--- src/rtl/core/bmpg_pkg.sv ---
// shared types and constants for the boxcar motion profile generator
package bmpg_pkg;

  localparam int unsigned MaxFirstLen  = 256;
  localparam int unsigned MaxSecondLen = 256;
  localparam int unsigned FracBits     = 16;
  localparam int unsigned Ptr1W        = $clog2(MaxFirstLen);
  localparam int unsigned Ptr2W        = $clog2(MaxSecondLen);
  localparam int unsigned Fill1W       = $clog2(MaxFirstLen + 1);
  localparam int unsigned Fill2W       = $clog2(MaxSecondLen + 1);
  localparam int unsigned MeanW        = FracBits + 1;
  localparam int unsigned Sum2W        = MeanW + Fill2W;
  localparam int unsigned DivW         = 64;
  localparam int unsigned DivCntW      = $clog2(DivW + 1);

  // register addresses (byte address / 4)
  localparam logic [2:0] RegDistance = 3'd0;
  localparam logic [2:0] RegMaxVel   = 3'd1;
  localparam logic [2:0] RegAccel    = 3'd2;
  localparam logic [2:0] RegJerk     = 3'd3;
  localparam logic [2:0] RegPeriod   = 3'd4;

  typedef enum logic [3:0] {
    StIdle, StLen1, StLen2, StSteps, StFilt1, StMean, StFilt2,
    StVel, StAcc, StDist, StDquo, StDacc, StOut
  } state_e;

  // division operand selects
  typedef enum logic [2:0] {
    DivLen1, DivLen2, DivSteps, DivMean, DivVel, DivAcc
  } div_sel_e;

  typedef struct packed {
    logic     clear;
    logic     div_start;
    div_sel_e div_sel;
    logic     ld_len1;
    logic     ld_len2;
    logic     ld_steps;
    logic     filt1;
    logic     ld_mean;
    logic     filt2;
    logic     ld_vel;
    logic     ld_acc;
    logic     ld_dprod;
    logic     ld_dquo;
    logic     ld_dist;
  } cmd_t;

  typedef struct packed {
    logic div_done;
  } status_t;

endpackage

--- src/rtl/core/bmpg_ctrl.sv ---
// sequencer for one profile tick
module bmpg_ctrl (
  input  logic              clk_i,
  input  logic              rst_ni,
  input  logic              in_fire_i,
  input  logic              in_restart_i,
  input  logic              out_free_i,
  input  bmpg_pkg::status_t status_i,
  output bmpg_pkg::cmd_t    cmd_o,
  output logic              busy_o,
  output logic              out_load_o
);
  import bmpg_pkg::*;

  state_e state_q, state_d;
  logic   started_q, started_d;

  // next state
  always_comb begin
    state_d   = state_q;
    started_d = 1'b0;
    unique case (state_q)
      StIdle:  if (in_fire_i) state_d = StLen1;
      StLen1:  if (status_i.div_done) state_d = StLen2;
      StLen2:  if (status_i.div_done) state_d = StSteps;
      StSteps: if (status_i.div_done) state_d = StFilt1;
      StFilt1: state_d = StMean;
      StMean:  if (status_i.div_done) state_d = StFilt2;
      StFilt2: state_d = StVel;
      StVel:   if (status_i.div_done) state_d = StAcc;
      StAcc:   if (status_i.div_done) state_d = StDist;
      StDist:  state_d = StDquo;
      StDquo:  state_d = StDacc;
      StDacc:  state_d = StOut;
      StOut:   if (out_free_i) state_d = StIdle;
      default: state_d = StIdle;
    endcase
    if (state_d != state_q) started_d = 1'b0;
    else started_d = 1'b1;
  end

  // command decode
  always_comb begin
    cmd_o = '0;
    cmd_o.clear = (state_q == StIdle) && in_fire_i && in_restart_i;
    unique case (state_q)
      StLen1:  begin cmd_o.div_sel = DivLen1;  cmd_o.ld_len1 = status_i.div_done; end
      StLen2:  begin cmd_o.div_sel = DivLen2;  cmd_o.ld_len2 = status_i.div_done; end
      StSteps: begin cmd_o.div_sel = DivSteps; cmd_o.ld_steps = status_i.div_done; end
      StFilt1: cmd_o.filt1 = 1'b1;
      StMean:  begin cmd_o.div_sel = DivMean;  cmd_o.ld_mean = status_i.div_done; end
      StFilt2: cmd_o.filt2 = 1'b1;
      StVel:   begin cmd_o.div_sel = DivVel;   cmd_o.ld_vel = status_i.div_done; end
      StAcc:   begin cmd_o.div_sel = DivAcc;   cmd_o.ld_acc = status_i.div_done; end
      StDist:  cmd_o.ld_dprod = 1'b1;
      StDquo:  cmd_o.ld_dquo = 1'b1;
      StDacc:  cmd_o.ld_dist = 1'b1;
      default: cmd_o.div_sel = DivLen1;
    endcase
    cmd_o.div_start = !started_q && (state_q == StLen1 || state_q == StLen2 ||
                      state_q == StSteps || state_q == StMean || state_q == StVel ||
                      state_q == StAcc);
  end

  assign busy_o     = (state_q != StIdle);
  assign out_load_o = (state_q == StOut) && out_free_i;

  always_ff @(posedge clk_i or negedge rst_ni) begin
    if (!rst_ni) begin
      state_q   <= StIdle;
      started_q <= 1'b0;
    end else begin
      state_q   <= state_d;
      started_q <= started_d;
    end
  end
endmodule

--- config.mk ---
export PLATFORM = sky130hd
export DESIGN_NAME = bmpg_ctrl
export DESIGN_NICKNAME = d
export VERILOG_FILES = /design/src/rtl/core/bmpg_pkg.sv /design/src/rtl/core/bmpg_ctrl.sv
export SDC_FILE = /design/constraint.sdc
export NUM_CORES = 1
export LEC_CHECK = 0
export ABC_AREA = 1
export BUFFER_PORTS_ARGS = -buffer_cell sky130_fd_sc_hd__buf_4
export CAP_MARGIN = 20
export CORE_AREA = 2 2 39 41
export DETAILED_ROUTE_END_ITERATION = 16
export DIE_AREA = 0 0 41 43
export GPL_ROUTABILITY_DRIVEN = 0
export PLACE_DENSITY = 0.71
export SLEW_MARGIN = 10
export SYNTH_ARGS = -nofsm -noshare
export SYNTH_HDL_FRONTEND = slang
export SYNTH_SLANG_ARGS = --single-unit
--- constraint.sdc ---
create_clock -name clk_i -period 1.6 [get_ports clk_i]
set_clock_uncertainty 0.05 [all_clocks]
set_input_delay 0.16 -clock clk_i [delete_from_list [all_inputs] [get_ports clk_i]]
set_output_delay 0.16 -clock clk_i [all_outputs]
set_load 0.1 [all_outputs]
==> run metrics <==
crit path capture type=output pin; final setup violating endpoints=16; EDFF count, synth=0; setup ws final=-0.161 ns; fin crit period=1.76 ns; first-pass GRT wire length=2730 um; sequential element share of the synthesized area=24.9%; FF-to-FF Start=state_q[1]; busiest grt layer=met2; setup TNS=-1.02 ns; all-layer global routing usage=22.9%; crit path DAT=1.55 ns; Layout Nets=136; Req. time, crit path=1.39 ns; Area growth, synth to finish=156%; I/O Pins=24; antenna-violating nets left=0; DRT iter0 DRCs=32; FMAX=0.568 GHz; post-route DRC violation count=0; layout cell share with drive strength beyond 1=75.2%; R2R cell count=8; CTS Buffer Depth=2; final core area utilization=92.8%; total grt overflow=0; clk slew on worst S/H paths=0.04 ns; area of the multi-input gates=455 um^2; M2 GR Usage=35.6%; CTS sink cnt=5; failing checks=setup timing; final count of pins violating max slew=0; Mapped Area=502 um^2; Max transition margin=80.1%; met3 usage=4.19%; share of the synthesized area in the top cell type=24.9%; H-tree depth=1; status=finished with violations; Die H=43 um; worst slew pin tran=0.296 ns; Main synth FF type=dfrtp_1; synth unique cells=21; syn_area_per_cell=6.12 um^2; clk root buf=clkbuf_4; RSZ-0062 raised after global routing=true; PortBufs=23; synth top area cells=dfrtp_1, inv_1, nand2_1; via/cell ratio=5.45; GR Util met1=29.8%; FF/Latch Area=130 um^2; post-synthesis register bit count=5; Hold Fails Final Rpt=0; Pre-antenna DRT Iters=4; # rows=14; hpwl dp=1260 um; Async SR Flop Fraction=100%; reg2reg end=started_q; TritonCTS Buffers=3; Vias=790; CTS tree=done; max-cap viol count=0; Post-Synthesis Cells=82; R2R Setup Slk=-0.02 ns; drt total wl=2750 um; Post-Syn Nets=88; fill cell count=40; Core Region=0.00138 mm^2; Clk Latency, worst-skew pair=0.24 ns; starting density of the core=36.3%; vias in the first global route=627; CP Class=register to output pin; Yosys Warn Count=0; type of the most critical hold path=input port to asynchronous set/reset pin; post-DR wirelength/cell=19.0 um; n_diodes=0; die area=0.00176 mm^2; Yosys top cell by area=dfrtp_1; Final period util=110%; largest net degree at the start of global routing=9; CP startpoint kind=register; Die X-Extent=41 um; initial antenna violation count=0; Worst Path Max Fanout=4
final cells by class:
| class | count | area share [%] |
|---|---|---|
| Clock buffer | 4 | 2.05 |
| Inverter | 20 | 6.73 |
| Multi-Input combinational cell | 55 | 35.5 |
| Sequential cell | 5 | 10.1 |
| Tap cell | 16 | 1.56 |
| Timing Repair Buffer | 45 | 44.1 |
cells in the final DEF (no fill, tap or decap), types with 2 or more instances in the layout:
| cell | n |
|---|---|
| nand3_2 | 2 |
| o211ai_1 | 2 |
| buf_12 | 15 |
| nor2_4 | 12 |
| inv_2 | 11 |
| nand3_1 | 5 |
| a21oi_1 | 2 |
| buf_4 | 19 |
| inv_1 | 5 |
| clkbuf_4 | 3 |
| dfrtp_2 | 4 |
| buf_6 | 10 |
| nand2_2 | 8 |
| nor2_1 | 4 |
| inv_4 | 3 |
| nand2_1 | 9 |
| nand2_4 | 2 |
stage by stage:
stage               area [um^2]  hold slack [ns]  worst slack (ns)  std cells
global route               1280            0.211            -0.193        145
finish                     1280            0.215            -0.161        145
CTS                        1140            0.194           -0.0845        140
detailed placement          888          -0.0855           -0.0190        130
floorplan                   636           -0.186            -0.747         82
global placement            888          -0.0882            0.0249        130
how the worst max path moves through the flow:
stage / from / to / slack, ns / cells past startpoint
5_1_grt: state_q[2] / cmd_o[11] / -0.19 / 5
6_report: state_q[2] / cmd_o[11] / -0.16 / 5
3_3_place_gp: state_q[1] / cmd_o[6] / 0.02 / 5
3_5_place_dp: state_q[1] / cmd_o[14] / -0.02 / 5
4_1_cts: state_q[2] / cmd_o[14] / -0.08 / 7
2_1_floorplan: state_q[1] / cmd_o[11] / -0.75 / 5
worst max-delay path, stage by stage (launching register included):
cell and delay (ns):
dfrtp_2 0.46, inv_2 0.12, buf_4 0.14, nand2_2 0.09
o211ai_1 0.24, buf_6 0.26
sequential cells by signal, summed over array words and instances, names as in the netlist:
name and flops:
started_q 1, state_q 4
repair_timing:
| action | 4_1_cts | 5_1_grt |
|---|---|---|
| buffers inserted | 5 | 5 |
| endpoints found under the setup margin | 17 | 17 |
| hold buffers | 1 | 0 |
| resized for setup | 49 | 31 |
| pin swaps | 7 | 8 |
| endpoints found under the hold margin | 5 | 0 |
Yosys cell counts (2+ instances only):
master,instances
inv_1,15
nand2_1,15
nor2_1,12
nand3_1,6
dfrtp_1,5
inv_2,5
nand2_2,4
nor2_2,4
a21oi_1,2
o211ai_1,2
o21ai_0,2
routing by layer:
| metal | part of all wire [%] | vias to the layer above |
|---|---|---|
| li1 | - | 350 |
| met1 | 37 | 372 |
| met2 | 51 | 53 |
| met3 | 6.1 | 15 |
| met4 | 5.8 | 0 |
| met5 | 0 | - |
logic make-up (layout without fill, tap and decap cells):
| logic type | after synthesis | after routing | share of synthesized area [%] |
|---|---|---|---|
| AND/OR/NAND/NOR | 47 | 47 | 45.9 |
| buffers and inverters | 22 | 69 | 18.7 |
| AO/OA/AOI/OAI | 8 | 8 | 10.5 |
| flip-flops | 5 | 5 | 24.9 |
Power is not shown: default switching activity piles up to over one toggle a cycle in this logic, so the estimate is an artifact.
